--- src/rtl/a51kg_pkg.sv ---
// Shared types, constants and the control store of the A5/1 keystream generator.
// Used by a51kg_lfsr_datapath, a51_keystream_generator_core and tb_top; no dependencies.
package a51kg_pkg;

    // Register lengths, majority bits and feedback taps of the three LFSRs.
    localparam int ONE_W   = 19;
    localparam int TWO_W   = 22;
    localparam int THREE_W = 23;

    localparam logic [ONE_W-1:0]   ONE_TAPS   = 19'h72000;
    localparam logic [TWO_W-1:0]   TWO_TAPS   = 22'h300000;
    localparam logic [THREE_W-1:0] THREE_TAPS = 23'h700080;

    localparam int ONE_MID   = 8;
    localparam int TWO_MID   = 10;
    localparam int THREE_MID = 10;

    // Setup loads the key and the frame number through one shift register.
    localparam int KEY_W       = 64;
    localparam int FRAME_W     = 22;
    localparam int LOAD_BITS   = KEY_W + FRAME_W;
    localparam int LOAD_W      = LOAD_BITS;

    // Loop counter covers the load length and any mixing count up to 255.
    localparam int CNT_W = 8;
    typedef logic [CNT_W-1:0] cnt_t;

    // Stream widths (byte padded).
    localparam int S_TDATA_W = 24;
    localparam int M_TDATA_W = 8;

    typedef enum logic [1:0] {
        OP_NONE,
        OP_CLEAR,
        OP_LOAD,
        OP_MAJ
    } lfsr_op_t;

    typedef enum logic [1:0] {
        CNT_KEEP,
        CNT_LOAD_BITS,
        CNT_MIX
    } cnt_load_t;

    localparam int ADDR_W = 3;
    typedef logic [ADDR_W-1:0] step_t;

    // Control store addresses.
    localparam step_t ST_FETCH = 3'd0;
    localparam step_t ST_CLEAR = 3'd1;
    localparam step_t ST_LOAD  = 3'd2;
    localparam step_t ST_MIX   = 3'd3;
    localparam step_t ST_DONE  = 3'd4;
    localparam step_t ST_GEN   = 3'd5;

    typedef struct packed {
        lfsr_op_t  op;        // datapath operation of this step
        logic      fetch;     // step takes an input transaction
        logic      loop;      // repeat while the loop counter is nonzero
        logic      emit;      // step writes the output register
        logic      setup;     // emitted result acknowledges a setup
        cnt_load_t cnt_load;  // counter value loaded when the step ends
        step_t     next;      // sequential successor
        step_t     alt;       // jump target for a generate request at fetch
    } ucode_t;

    // Datapath control from the sequencer to the LFSR unit.
    typedef struct packed {
        lfsr_op_t op;
        logic     load_bit;
    } lfsr_ctrl_t;

    function automatic ucode_t ucode_rom(input step_t addr);
        ucode_t w;
        begin
            w = '{op: OP_NONE, fetch: 1'b0, loop: 1'b0, emit: 1'b0, setup: 1'b0,
                  cnt_load: CNT_KEEP, next: ST_FETCH, alt: ST_FETCH};
            unique case (addr)
                ST_FETCH:
                begin
                    w.fetch = 1'b1;
                    w.next  = ST_CLEAR;
                    w.alt   = ST_GEN;
                end
                ST_CLEAR:
                begin
                    w.op       = OP_CLEAR;
                    w.cnt_load = CNT_LOAD_BITS;
                    w.next     = ST_LOAD;
                end
                ST_LOAD:
                begin
                    w.op       = OP_LOAD;
                    w.loop     = 1'b1;
                    w.cnt_load = CNT_MIX;
                    w.next     = ST_MIX;
                end
                ST_MIX:
                begin
                    w.op   = OP_MAJ;
                    w.loop = 1'b1;
                    w.next = ST_DONE;
                end
                ST_DONE:
                begin
                    w.emit  = 1'b1;
                    w.setup = 1'b1;
                    w.next  = ST_FETCH;
                end
                ST_GEN:
                begin
                    w.op   = OP_MAJ;
                    w.emit = 1'b1;
                    w.next = ST_FETCH;
                end
                default:
                begin
                    w.next = ST_FETCH;
                end
            endcase
            return w;
        end
    endfunction

endpackage

--- src/rtl/a51kg_lfsr_datapath.sv ---
// The three A5/1 shift registers with full and majority clocking.
// Depends on a51kg_pkg for register widths, taps and the control struct.
module a51kg_lfsr_datapath
(
    input  logic                  clk,
    input  logic                  rst_n,
    input  a51kg_pkg::lfsr_ctrl_t ctrl,
    output logic                  keystream_next
);

    logic [a51kg_pkg::ONE_W-1:0]   one_reg,   one_next,   one_shift,   one_maj;
    logic [a51kg_pkg::TWO_W-1:0]   two_reg,   two_next,   two_shift,   two_maj;
    logic [a51kg_pkg::THREE_W-1:0] three_reg, three_next, three_shift, three_maj;
    logic                          mid_a, mid_b, mid_c, maj;

    always_comb
    begin
        one_shift   = {one_reg[a51kg_pkg::ONE_W-2:0], ^(one_reg & a51kg_pkg::ONE_TAPS)};
        two_shift   = {two_reg[a51kg_pkg::TWO_W-2:0], ^(two_reg & a51kg_pkg::TWO_TAPS)};
        three_shift = {three_reg[a51kg_pkg::THREE_W-2:0],
                       ^(three_reg & a51kg_pkg::THREE_TAPS)};

        mid_a = one_reg[a51kg_pkg::ONE_MID];
        mid_b = two_reg[a51kg_pkg::TWO_MID];
        mid_c = three_reg[a51kg_pkg::THREE_MID];
        maj   = (mid_a & mid_b) | (mid_a & mid_c) | (mid_b & mid_c);

        // A register steps only when its clocking bit agrees with the majority.
        one_maj   = (mid_a == maj) ? one_shift   : one_reg;
        two_maj   = (mid_b == maj) ? two_shift   : two_reg;
        three_maj = (mid_c == maj) ? three_shift : three_reg;

        keystream_next = one_maj[a51kg_pkg::ONE_W-1] ^ two_maj[a51kg_pkg::TWO_W-1]
                       ^ three_maj[a51kg_pkg::THREE_W-1];

        unique case (ctrl.op)
            a51kg_pkg::OP_CLEAR:
            begin
                one_next   = '0;
                two_next   = '0;
                three_next = '0;
            end
            a51kg_pkg::OP_LOAD:
            begin
                one_next   = one_shift   ^ {{(a51kg_pkg::ONE_W-1){1'b0}},   ctrl.load_bit};
                two_next   = two_shift   ^ {{(a51kg_pkg::TWO_W-1){1'b0}},   ctrl.load_bit};
                three_next = three_shift ^ {{(a51kg_pkg::THREE_W-1){1'b0}}, ctrl.load_bit};
            end
            a51kg_pkg::OP_MAJ:
            begin
                one_next   = one_maj;
                two_next   = two_maj;
                three_next = three_maj;
            end
            default:
            begin
                one_next   = one_reg;
                two_next   = two_reg;
                three_next = three_reg;
            end
        endcase
    end

    always_ff @(posedge clk or negedge rst_n)
    begin
        if (!rst_n)
        begin
            one_reg   <= '0;
            two_reg   <= '0;
            three_reg <= '0;
        end
        else
        begin
            one_reg   <= one_next;
            two_reg   <= two_next;
            three_reg <= three_next;
        end
    end

endmodule

--- src/rtl/a51_keystream_generator_core.sv ---
// Top level of the A5/1 keystream generator: microcoded sequencer and stream ports.
// Depends on a51kg_pkg and a51kg_lfsr_datapath.
//
// A5/1 keystream generator. Write the 64-bit session key through cfg_we and
// cfg_wdata while the block is idle; bit i of the key is key byte i/8, bit i%8.
// Each input transaction carries a kind in s_axis_tuser. A setup transaction
// (kind 0) clears the three shift registers, loads the 64 key bits and then the
// 22-bit frame number from s_axis_tdata, least significant bit first, and runs
// MIX_CLOCKS majority clocks; it answers with one result whose tuser is 1 and
// whose keystream bit is 0. During a setup the sequencer runs one load or mixing
// clock per cycle, with no clock in the step that exits each loop. A generate
// transaction (kind 1) makes one majority clock and returns the keystream bit
// with tuser 0; it is fetched, then clocked with its result written in the
// generate step, which may wait for the output to free. The sequencer
// is a six-word control store with a step counter and a loop counter. The output
// register holds one finished result, so the next transaction is accepted while
// that result waits; a later result waits in its step until the output frees.
module a51_keystream_generator_core
#(
    parameter int MIX_CLOCKS = 100
)
(
    input  logic        clk,
    input  logic        rst_n,

    input  logic        cfg_we,
    input  logic [63:0] cfg_wdata,

    input  logic        s_axis_tvalid,
    output logic        s_axis_tready,
    input  logic [23:0] s_axis_tdata,   // [21:0] frame_number, [23:22] zero
    input  logic        s_axis_tuser,   // [0] kind

    output logic        m_axis_tvalid,
    input  logic        m_axis_tready,
    output logic [7:0]  m_axis_tdata,   // [0] keystream_bit, [7:1] zero
    output logic        m_axis_tuser    // [0] setup_done
);

    localparam a51kg_pkg::cnt_t MIX_CNT = a51kg_pkg::CNT_W'(MIX_CLOCKS);

    // Session key register; it is to be written only while idle, a rule the user keeps and the block leaves unchecked.
    logic [a51kg_pkg::KEY_W-1:0]  key_reg, key_next;

    // Sequencer state.
    a51kg_pkg::step_t             step_reg, step_next;
    a51kg_pkg::cnt_t              cnt_reg, cnt_next;
    a51kg_pkg::ucode_t            word;

    // Bits to load during setup: key first, then frame number, LSB first.
    logic [a51kg_pkg::LOAD_W-1:0] load_reg, load_next;

    // Output register.
    logic                         out_valid_reg, out_valid_next;
    logic                         out_ks_reg, out_ks_next;
    logic                         out_setup_reg, out_setup_next;

    logic                         out_free;
    logic                         in_accept;
    logic                         loop_done;
    logic                         stall;
    logic                         advance;
    logic                         do_op;
    logic                         keystream_next;
    a51kg_pkg::lfsr_ctrl_t        ctrl;

    a51kg_lfsr_datapath u_datapath
    (
        .clk            (clk),
        .rst_n          (rst_n),
        .ctrl           (ctrl),
        .keystream_next (keystream_next)
    );

    always_comb
    begin
        word      = a51kg_pkg::ucode_rom(step_reg);
        out_free  = !out_valid_reg || m_axis_tready;
        in_accept = word.fetch && s_axis_tvalid;
        loop_done = word.loop && (cnt_reg == '0);
        stall     = word.emit && !out_free;

        // A fetch step ends on a transaction, a loop step when its count is
        // spent, and any other step as soon as it is not held by the output.
        if (word.fetch)
        begin
            advance = in_accept;
        end
        else if (word.loop)
        begin
            advance = loop_done;
        end
        else
        begin
            advance = !stall;
        end

        do_op = word.loop ? !loop_done : (!word.fetch && !stall);

        ctrl.op       = do_op ? word.op : a51kg_pkg::OP_NONE;
        ctrl.load_bit = load_reg[0];

        s_axis_tready = word.fetch;

        // Step counter with the one conditional jump: generate requests.
        step_next = step_reg;
        if (advance)
        begin
            step_next = (word.fetch && s_axis_tuser) ? word.alt : word.next;
        end

        // Loop counter counts down while a loop runs; when a step ends it takes the value its word selects.
        cnt_next = cnt_reg;
        if (word.loop && !loop_done)
        begin
            cnt_next = cnt_reg - 1'b1;
        end
        else if (advance)
        begin
            case (word.cnt_load)
                a51kg_pkg::CNT_LOAD_BITS: cnt_next = a51kg_pkg::CNT_W'(a51kg_pkg::LOAD_BITS);
                a51kg_pkg::CNT_MIX:       cnt_next = MIX_CNT;
                default:                  cnt_next = cnt_reg;
            endcase
        end

        load_next = load_reg;
        if (in_accept)
        begin
            load_next = {s_axis_tdata[a51kg_pkg::FRAME_W-1:0], key_reg};
        end
        else if (ctrl.op == a51kg_pkg::OP_LOAD)
        begin
            load_next = {1'b0, load_reg[a51kg_pkg::LOAD_W-1:1]};
        end

        key_next = cfg_we ? cfg_wdata : key_reg;

        out_valid_next = out_valid_reg && !m_axis_tready;
        out_ks_next    = out_ks_reg;
        out_setup_next = out_setup_reg;
        if (word.emit && !stall)
        begin
            out_valid_next = 1'b1;
            out_ks_next    = word.setup ? 1'b0 : keystream_next;
            out_setup_next = word.setup;
        end
    end

    always_ff @(posedge clk or negedge rst_n)
    begin
        if (!rst_n)
        begin
            step_reg      <= a51kg_pkg::ST_FETCH;
            cnt_reg       <= '0;
            key_reg       <= '0;
            out_valid_reg <= 1'b0;
        end
        else
        begin
            step_reg      <= step_next;
            cnt_reg       <= cnt_next;
            key_reg       <= key_next;
            out_valid_reg <= out_valid_next;
        end
    end

    always_ff @(posedge clk)
    begin
        load_reg      <= load_next;
        out_ks_reg    <= out_ks_next;
        out_setup_reg <= out_setup_next;
    end

    assign m_axis_tvalid = out_valid_reg;
    assign m_axis_tdata  = {{(a51kg_pkg::M_TDATA_W-1){1'b0}}, out_ks_reg};
    assign m_axis_tuser  = out_setup_reg;

    // A setup request always enters the clearing step next.
    assert property (@(posedge clk) disable iff (!rst_n)
        (s_axis_tvalid && s_axis_tready && !s_axis_tuser) |=> (step_reg == a51kg_pkg::ST_CLEAR))
    else $error("setup transaction did not start the clearing step");

    // Setup acknowledgements never carry a keystream bit.
    assert property (@(posedge clk) disable iff (!rst_n)
        (m_axis_tvalid && m_axis_tuser) |-> (m_axis_tdata[0] == 1'b0))
    else $error("setup result carries a nonzero keystream bit");

    // The mixing loop never counts beyond its configured length.
    assert property (@(posedge clk) disable iff (!rst_n)
        (step_reg == a51kg_pkg::ST_MIX) |-> (cnt_reg <= MIX_CNT))
    else $error("mixing loop counter out of range");

    // A result step never overwrites a result that is still waiting.
    assert property (@(posedge clk) disable iff (!rst_n)
        (word.emit && out_valid_reg && !m_axis_tready) |=> (step_reg == $past(step_reg)))
    else $error("result step advanced while the output was blocked");

endmodule

--- config.mk ---
export PLATFORM = sky130hd
export DESIGN_NAME = a51_keystream_generator_core
export DESIGN_NICKNAME = d
export VERILOG_FILES = /design/src/rtl/a51kg_pkg.sv /design/src/rtl/a51kg_lfsr_datapath.sv /design/src/rtl/a51_keystream_generator_core.sv
export SDC_FILE = /design/constraint.sdc
export NUM_CORES = 1
export LEC_CHECK = 0
export BUFFER_PORTS_ARGS = -buffer_cell sky130_fd_sc_hd__buf_4
export CAP_MARGIN = 0
export CORE_ASPECT_RATIO = 1.4
export CORE_MARGIN = 4
export CORE_UTILIZATION = 58
export CTS_CLUSTER_SIZE = 14
export DETAILED_ROUTE_END_ITERATION = 12
export PLACE_DENSITY = 0.87
export SLEW_MARGIN = 20
export SYNTH_ARGS = -nofsm -noshare
export SYNTH_HDL_FRONTEND = slang
export SYNTH_SLANG_ARGS = --single-unit
--- constraint.sdc ---
create_clock -name clk -period 5.2 [get_ports clk]
set_input_delay 0.52 -clock clk [delete_from_list [all_inputs] [get_ports clk]]
set_output_delay 0.52 -clock clk [all_outputs]
set_load 0.03 [all_outputs]
==> run summary, run 1 <==
initial antenna violation count - 0
global-route usage over all layers - 19.4%
Syn Inst Count - 599
number of hold violations in the final report - 0
count of filler cells inserted in the layout - 1031
count of clock tree sinks - 228
crit path capture type - flop
reg-to-reg setup timing slack - 2.54 ns
clock share of power - 23.6%
Placer Congestion - 0.775
number of flops mapped to enable cells by yosys - 88
Maximum Capacitance Violations - 0
cell type with the highest aggregate area in the netlist - sky130_fd_sc_hd__dfrtp_1
count of pins over their slew limit - 0
async set-reset flop share out of synthesis - 61.4%
Setup crit end - u_datapath.two_reg[11]
number of DRC violations after detailed-routing iteration 0 - 413
WP data arrival - 3.04 ns
worst min-delay path class - in -> async
total CTS buffers - 22
worst reg2reg path startpoint - cnt_reg[0]
net switching power - 2.11 mW
power density of the placed cells - 641 nW/µm²
number of flip-flops in the largest register - 86
cell area after synthesis - 9380 µm²
clock root cell - sky130_fd_sc_hd__clkbuf_16
Worst Setup Start Kind - flop
Seq pwr share - 45.4%
headroom to the max-slew limit - 26.3%
latest clock arrival within the worst-skew pair - 0.50 ns
routed wire length per instance - 19.2 µm
Final Critical Period - 2.66 ns
setup tns final - 0 ns
Fin Hold WS - 0.0845 ns
portion of synthesized cell area occupied by the leading cell type - 37.4%
fraction of final layout cells sized beyond drive strength 1 - 41.2%
maximum clock frequency - 376 MHz
Nets - 787
drt total wl - 17300 µm
row count - 54
classification of the worst setup path - reg -> reg
Max Buffers Root-to-Sink - 3
Max Fanout on Critical Path - 22
initial core utilization - 59.6%
number of distinct library cells after synthesis - 49
Worst Max-Slew Pin Slew - 1.11 ns
total number of H-tree levels - 1
leakage dissipation - 4.61 nW
Core Footprint - 15700 µm²
maximum number of pins on one net before global-route repair - 91
number of inserted diodes - 0
top post-synthesis cells by area - sky130_fd_sc_hd__dfrtp_1, sky130_fd_sc_hd__edfxtp_1, sky130_fd_sc_hd__mux2_2, sky130_fd_sc_hd__a22o_1, sky130_fd_sc_hd__xnor2_1
combinational power share - 31.0%
number of nets with antenna violations after routing - 0
leading cell type by number of instances after synthesis - sky130_fd_sc_hd__mux2_2
layout overhead on the synthesized area - 17.0%
Via-to-Cell Ratio - 5.76
Register-to-Register Path Depth - 7
required time reported for the critical path endpoint - 5.58 ns
Commonest cells post-synth - sky130_fd_sc_hd__mux2_2, sky130_fd_sc_hd__dfrtp_1, sky130_fd_sc_hd__edfxtp_1, sky130_fd_sc_hd__a22o_1, sky130_fd_sc_hd__clkbuf_1
Primary FF master, synth - sky130_fd_sc_hd__dfrtp_1
boundary pin count - 105
critical path launch point - cnt_reg[0]
setup skew after layout - 0.00799 ns
first-pass GRT wire length - 28300 µm
final critical-path share of the clock period - 51.1%
Final setup viols - 0
Die Width - 115 µm
average instance area after synthesis - 15.7 µm²
number of global-route vias before repair - 5525
overflow left after global routing - 0
Internal Power - 4.91 mW
unrepaired setup endpoints after global routing - no
worst flop-to-flop path endpoint - u_datapath.two_reg[11]
sequential element share of the synthesized area - 65.5%
count of state elements after synthesis - 228
clock transition time at the flip-flop clock pins of the worst setup and hold paths - 0.07 ns
switching power as a share of total power - 30.1%
hold buffer count at cts - 0
buffers added on ports - 95
via count - 5183
setup fix buffers added after clock tree synthesis - 0
post_cts resized - 0
number of search-and-repair iterations in the first detailed-routing pass - 4
warnings from Yosys - 0
clock tree from TritonCTS - yes
DPL Wire Length - 10700 µm
Die Y - 158 µm
drc violations - 0
area enclosed by the die boundary - 18300 µm²
VDD IR-drop max - 437 µV
outcome - finished, final reports clean
critical path, cell delays in order, from the launching register on:
cell and delay [ns]:
sky130_fd_sc_hd__dfrtp_1 0.40, sky130_fd_sc_hd__inv_1 0.12, sky130_fd_sc_hd__ha_1 0.18, sky130_fd_sc_hd__nor3b_1 0.31, sky130_fd_sc_hd__a21oi_2 0.19, sky130_fd_sc_hd__a21oi_2 0.37
sky130_fd_sc_hd__a21o_1 0.56, sky130_fd_sc_hd__mux2_2 0.42
power by group through the flow:
stage          combinational (mW)  clock (mW)  sequential (mW)
6_report                     2.18        1.66             3.19
2_1_floorplan                1.78           0             3.11
3_5_place_dp                 2.13           0             3.22
3_3_place_gp                 2.02           0             3.18
4_1_cts                      2.16        1.70             3.21
5_1_grt                      2.40        1.78             3.27
kinds of logic (layout without fill, tap and decap cells):
logic type,after synthesis,count (layout),share of synthesized area [%]
compound gates,99,99,8.37
flops,228,228,65.5
other cells,1,7,0.0400
simple gates,53,53,3.10
xor+xnor,14,14,1.31
mux,154,154,18.4
buf+inv,44,143,2.44
fa+ha+maj,6,6,0.774
layout make-up:
type | instances | area [µm²] | share of cell area [%]
clock inverter | 9 | 145 | 1.32
clock buffer | 31 | 616 | 5.61
inverter | 3 | 11.3 | 0.103
tap | 196 | 245 | 2.24
timing repair buffer | 100 | 767 | 6.99
multi-input combinational | 333 | 3040 | 27.7
sequential | 228 | 6150 | 56.0
placed cells by master (no fill, tap or decap), types with 2 or more instances in the layout:
master / n
sky130_fd_sc_hd__a21o_1: 5
sky130_fd_sc_hd__a21oi_1: 8
sky130_fd_sc_hd__a21oi_2: 2
sky130_fd_sc_hd__a22o_1: 59
sky130_fd_sc_hd__a2bb2oi_1: 2
sky130_fd_sc_hd__buf_4: 98
sky130_fd_sc_hd__bufinv_16: 4
sky130_fd_sc_hd__clkbuf_1: 7
sky130_fd_sc_hd__clkbuf_16: 23
sky130_fd_sc_hd__clkinv_1: 2
sky130_fd_sc_hd__clkinv_2: 2
sky130_fd_sc_hd__conb_1: 7
sky130_fd_sc_hd__dfrtp_1: 140
sky130_fd_sc_hd__edfxtp_1: 88
sky130_fd_sc_hd__ha_1: 5
sky130_fd_sc_hd__inv_1: 3
sky130_fd_sc_hd__mux2_2: 150
sky130_fd_sc_hd__mux2i_1: 4
sky130_fd_sc_hd__nand2_1: 13
sky130_fd_sc_hd__nand2b_1: 3
sky130_fd_sc_hd__nand3_1: 2
sky130_fd_sc_hd__nor2_1: 14
sky130_fd_sc_hd__nor2b_1: 3
sky130_fd_sc_hd__nor3_1: 4
sky130_fd_sc_hd__o21a_1: 3
sky130_fd_sc_hd__o21ai_0: 8
sky130_fd_sc_hd__o21ai_1: 2
sky130_fd_sc_hd__o21ai_2: 2
sky130_fd_sc_hd__o32a_1: 2
sky130_fd_sc_hd__xnor2_1: 9
sky130_fd_sc_hd__xor2_1: 5
routing by layer:
layer  global-route usage (%)  up-vias  part of all wire, %
met5                        0        -                    0
met4                     5.09        0                  1.6
met3                     4.60       25                  6.0
met2                     33.4      123                   53
met1                     25.0     2629                   39
li1                         -     2406                    -
worst min-delay path by stage:
| stage | start | endpoint | depth (start not counted) |
|---|---|---|---|
| detailed placement | u_datapath.two_reg[17] | u_datapath.two_reg[17] | 1 |
| floorplan | rst_n | cnt_reg[0] | 0 |
| global placement | cnt_reg[0] | cnt_reg[0] | 1 |
| finish | rst_n | m_axis_tvalid | 1 |
| CTS | rst_n | key_reg[15] | 1 |
| global route | rst_n | cnt_reg[3] | 1 |
stage by stage:
step                total power, mW  area, µm²  instances  util (%)  setup slack, ns
floorplan                      4.89       9400        605         -             1.13
global placement               5.20      10200        859      64.7             2.48
detailed placement             5.35      10200        859      64.7             2.37
CTS                            7.07      10900        899      69.5             2.39
global route                   7.45      11000        900      69.7             2.39
finish                         7.03      11000        900      69.7             2.54
Power figures use the tool's default switching activity.
==> inputs of run 2 (changes only) <==
--- a/config.mk
+++ b/config.mk
@@ -9,10 +9,10 @@
 export CAP_MARGIN = 0
 export CORE_ASPECT_RATIO = 1.4
 export CORE_MARGIN = 4
-export CORE_UTILIZATION = 58
+export CORE_UTILIZATION = 53
 export CTS_CLUSTER_SIZE = 14
 export DETAILED_ROUTE_END_ITERATION = 12
-export PLACE_DENSITY = 0.87
+export PLACE_DENSITY = 0.84
 export SLEW_MARGIN = 20
 export SYNTH_ARGS = -nofsm -noshare
 export SYNTH_HDL_FRONTEND = slang
==> constraint.sdc (replaced) <==
create_clock -name clk -period 2.2 [get_ports clk]
set_input_delay 0.22 -clock clk [delete_from_list [all_inputs] [get_ports clk]]
set_output_delay 0.22 -clock clk [all_outputs]
set_load 0.03 [all_outputs]
==> run 2 against run 1 <==
Effect of this change:
- non-clock buffer count grew 79
- utilization fell by 1.5 points
- die area is 8.9% higher
- via count rose by 5.8%
- largest cell class unchanged
- largest power group unchanged
- highest routed layer unchanged
==> run summary, run 2 (synthesis results as in run 1) <==
power density of the placed cells - 1430 nW/µm²
clock root cell - sky130_fd_sc_hd__clkbuf_16
latest clock arrival within the worst-skew pair - 0.50 ns
buffer and inverter count on the worst path - 2
crit path capture type - flop
routed wire length per instance - 18.2 µm
Final Critical Period - 2.11 ns
Critical Path Slowest Stage Cell - sky130_fd_sc_hd__or3b_4
Fin Hold WS - 0.0258 ns
Cell Chain, Critical Path - inv_1, ha_1, or3b_4, o21ai_4, nand2b_4, buf_12
buffers added on ports - 95
number of nets with antenna violations after routing - 0
Placer Congestion - 0.825
fin worst setup slack - 0.0929 ns
Nets - 866
Register-to-Register Path Depth - 6
classification of the worst setup path - reg -> reg
Max Buffers Root-to-Sink - 3
count of filler cells inserted in the layout - 1141
worst min-delay path class - in -> reg
headroom to the max-slew limit - 65.3%
total number of H-tree levels - 1
Die Y - 165 µm
number of hold violations in the final report - 0
Max stage delay on crit path - 0.42 ns
initial antenna violation count - 1
required time reported for the critical path endpoint - 2.38 ns
drc violations - 0
area enclosed by the die boundary - 19900 µm²
VDD IR-drop max - 1080 µV
leakage dissipation - 4.95 nW
cell family with the largest share of critical-path delay - simple AND/OR/NAND/NOR gates
total CTS buffers - 22
number of global-route vias before repair - 5997
overflow left after global routing - 0
stages on the worst setup path - 6
outcome - finished, final reports clean
layout overhead on the synthesized area - 26.6%
Worst Setup Start Kind - flop
WP data arrival - 2.29 ns
clock transition time at the flip-flop clock pins of the worst setup and hold paths - 0.06 ns
number of flip-flops in the largest register - 86
Core Footprint - 17400 µm²
boundary pin count - 105
Via-to-Cell Ratio - 5.38
most common cell after layout, fill and taps aside - sky130_fd_sc_hd__mux2_2
clock tree from TritonCTS - yes
setup fix buffers added after clock tree synthesis - 0
count of pins over their slew limit - 0
drt total wl - 18500 µm
maximum number of pins on one net before global-route repair - 87
depth of the worst hold-timing path - 2
Worst Max-Slew Pin Slew - 0.515 ns
DPL Wire Length - 10900 µm
maximum clock frequency - 475 MHz
via count - 5486
number of DRC violations after detailed-routing iteration 0 - 391
Final setup viols - 0
highest-count cells in the layout ignoring fill and taps - sky130_fd_sc_hd__mux2_2, sky130_fd_sc_hd__dfrtp_1, sky130_fd_sc_hd__buf_4
final critical-path share of the clock period - 95.8%
worst-case setup slack after placement - -0.0282 ns
Max Fanout on Critical Path - 86
global-route usage over all layers - 18.9%
initial core utilization - 53.9%
Maximum Capacitance Violations - 0
setup skew after layout - 0.0116 ns
first-pass GRT wire length - 30500 µm
Die Width - 120 µm
row count - 57
number of search-and-repair iterations in the first detailed-routing pass - 4
count of clock tree sinks - 228
fraction of final layout cells sized beyond drive strength 1 - 39.5%
==> run 2: path summary, 6_finish.rpt <==
kind	start	end	slack (ns)
max	cnt_reg[0]	load_reg[18]	0.09
min	s_axis_tdata[11]	load_reg[75]	0.03
max reg2reg	cnt_reg[0]	load_reg[18]	0.09
min reg2reg	u_datapath.one_reg[14]	u_datapath.one_reg[15]	0.50
max in group asynchronous	rst_n	key_reg[40]	1.33
min in group asynchronous	rst_n	u_datapath.two_reg[4]	0.23
==> run 2: final cells by class <==
class	instances	area (µm²)	area share (%)
Antenna cell	1	2.50	0.0211
Clock buffer	37	679	5.72
Timing Repair Buffer	179	1600	13.5
Sequential cell	228	6150	51.8
Clock inverter	3	41.3	0.348
Inverter	3	11.3	0.0948
Tap cell	236	295	2.49
Multi-Input combinational cell	333	3100	26.1
==> run 2: metrics by stage <==
stage               utilization [%]  setup TNS (ns)  cell area (µm²)  instances  power, mW
floorplan                         -           -1.86             9460        605       11.6
global route                   68.2         -0.0261            11900       1020       17.9
detailed placement             60.0          -0.317            10400        913       13.0
global placement               60.0               0            10400        913       12.6
CTS                            68.0               0            11800       1019       16.9
finish                         68.2               0            11900       1020       16.9
==> run 2: layer usage <==
metal,vias to the layer above,track usage [%],share of wire (%)
met3,27,3.75,4.8
met1,2764,24.7,42
met5,-,0,0
li1,2572,-,-
met2,123,32.5,51
met4,0,4.79,1.6
==> run 2: worst register-to-register path: stages (launching register included) <==
cell                       delay (ns)
sky130_fd_sc_hd__dfrtp_1         0.41
sky130_fd_sc_hd__inv_1           0.11
sky130_fd_sc_hd__ha_1            0.16
sky130_fd_sc_hd__or3b_4          0.42
sky130_fd_sc_hd__o21ai_4         0.29
sky130_fd_sc_hd__nand2b_4        0.09
sky130_fd_sc_hd__buf_12          0.22
==> run 2: where the power goes <==
| part | switching, mW | internal [mW] | total [mW] | leakage (nW) |
|---|---|---|---|---|
| clock | 1.53 | 2.22 | 3.75 | 0.345 |
| combinational | 2.77 | 2.87 | 5.64 | 2.02 |
| sequential | 0.853 | 6.69 | 7.54 | 2.58 |
| total | 5.15 | 11.8 | 16.9 | 4.95 |
==> run 2: timing repair <==
action / 4_1_cts / 5_1_grt
endpoints found under the setup margin: 18 / 64
hold buffers: 66 / 0
hold endpoints to repair: 108 / 0
gates resized for setup: 2 / 6
pin swaps: 0 / 0
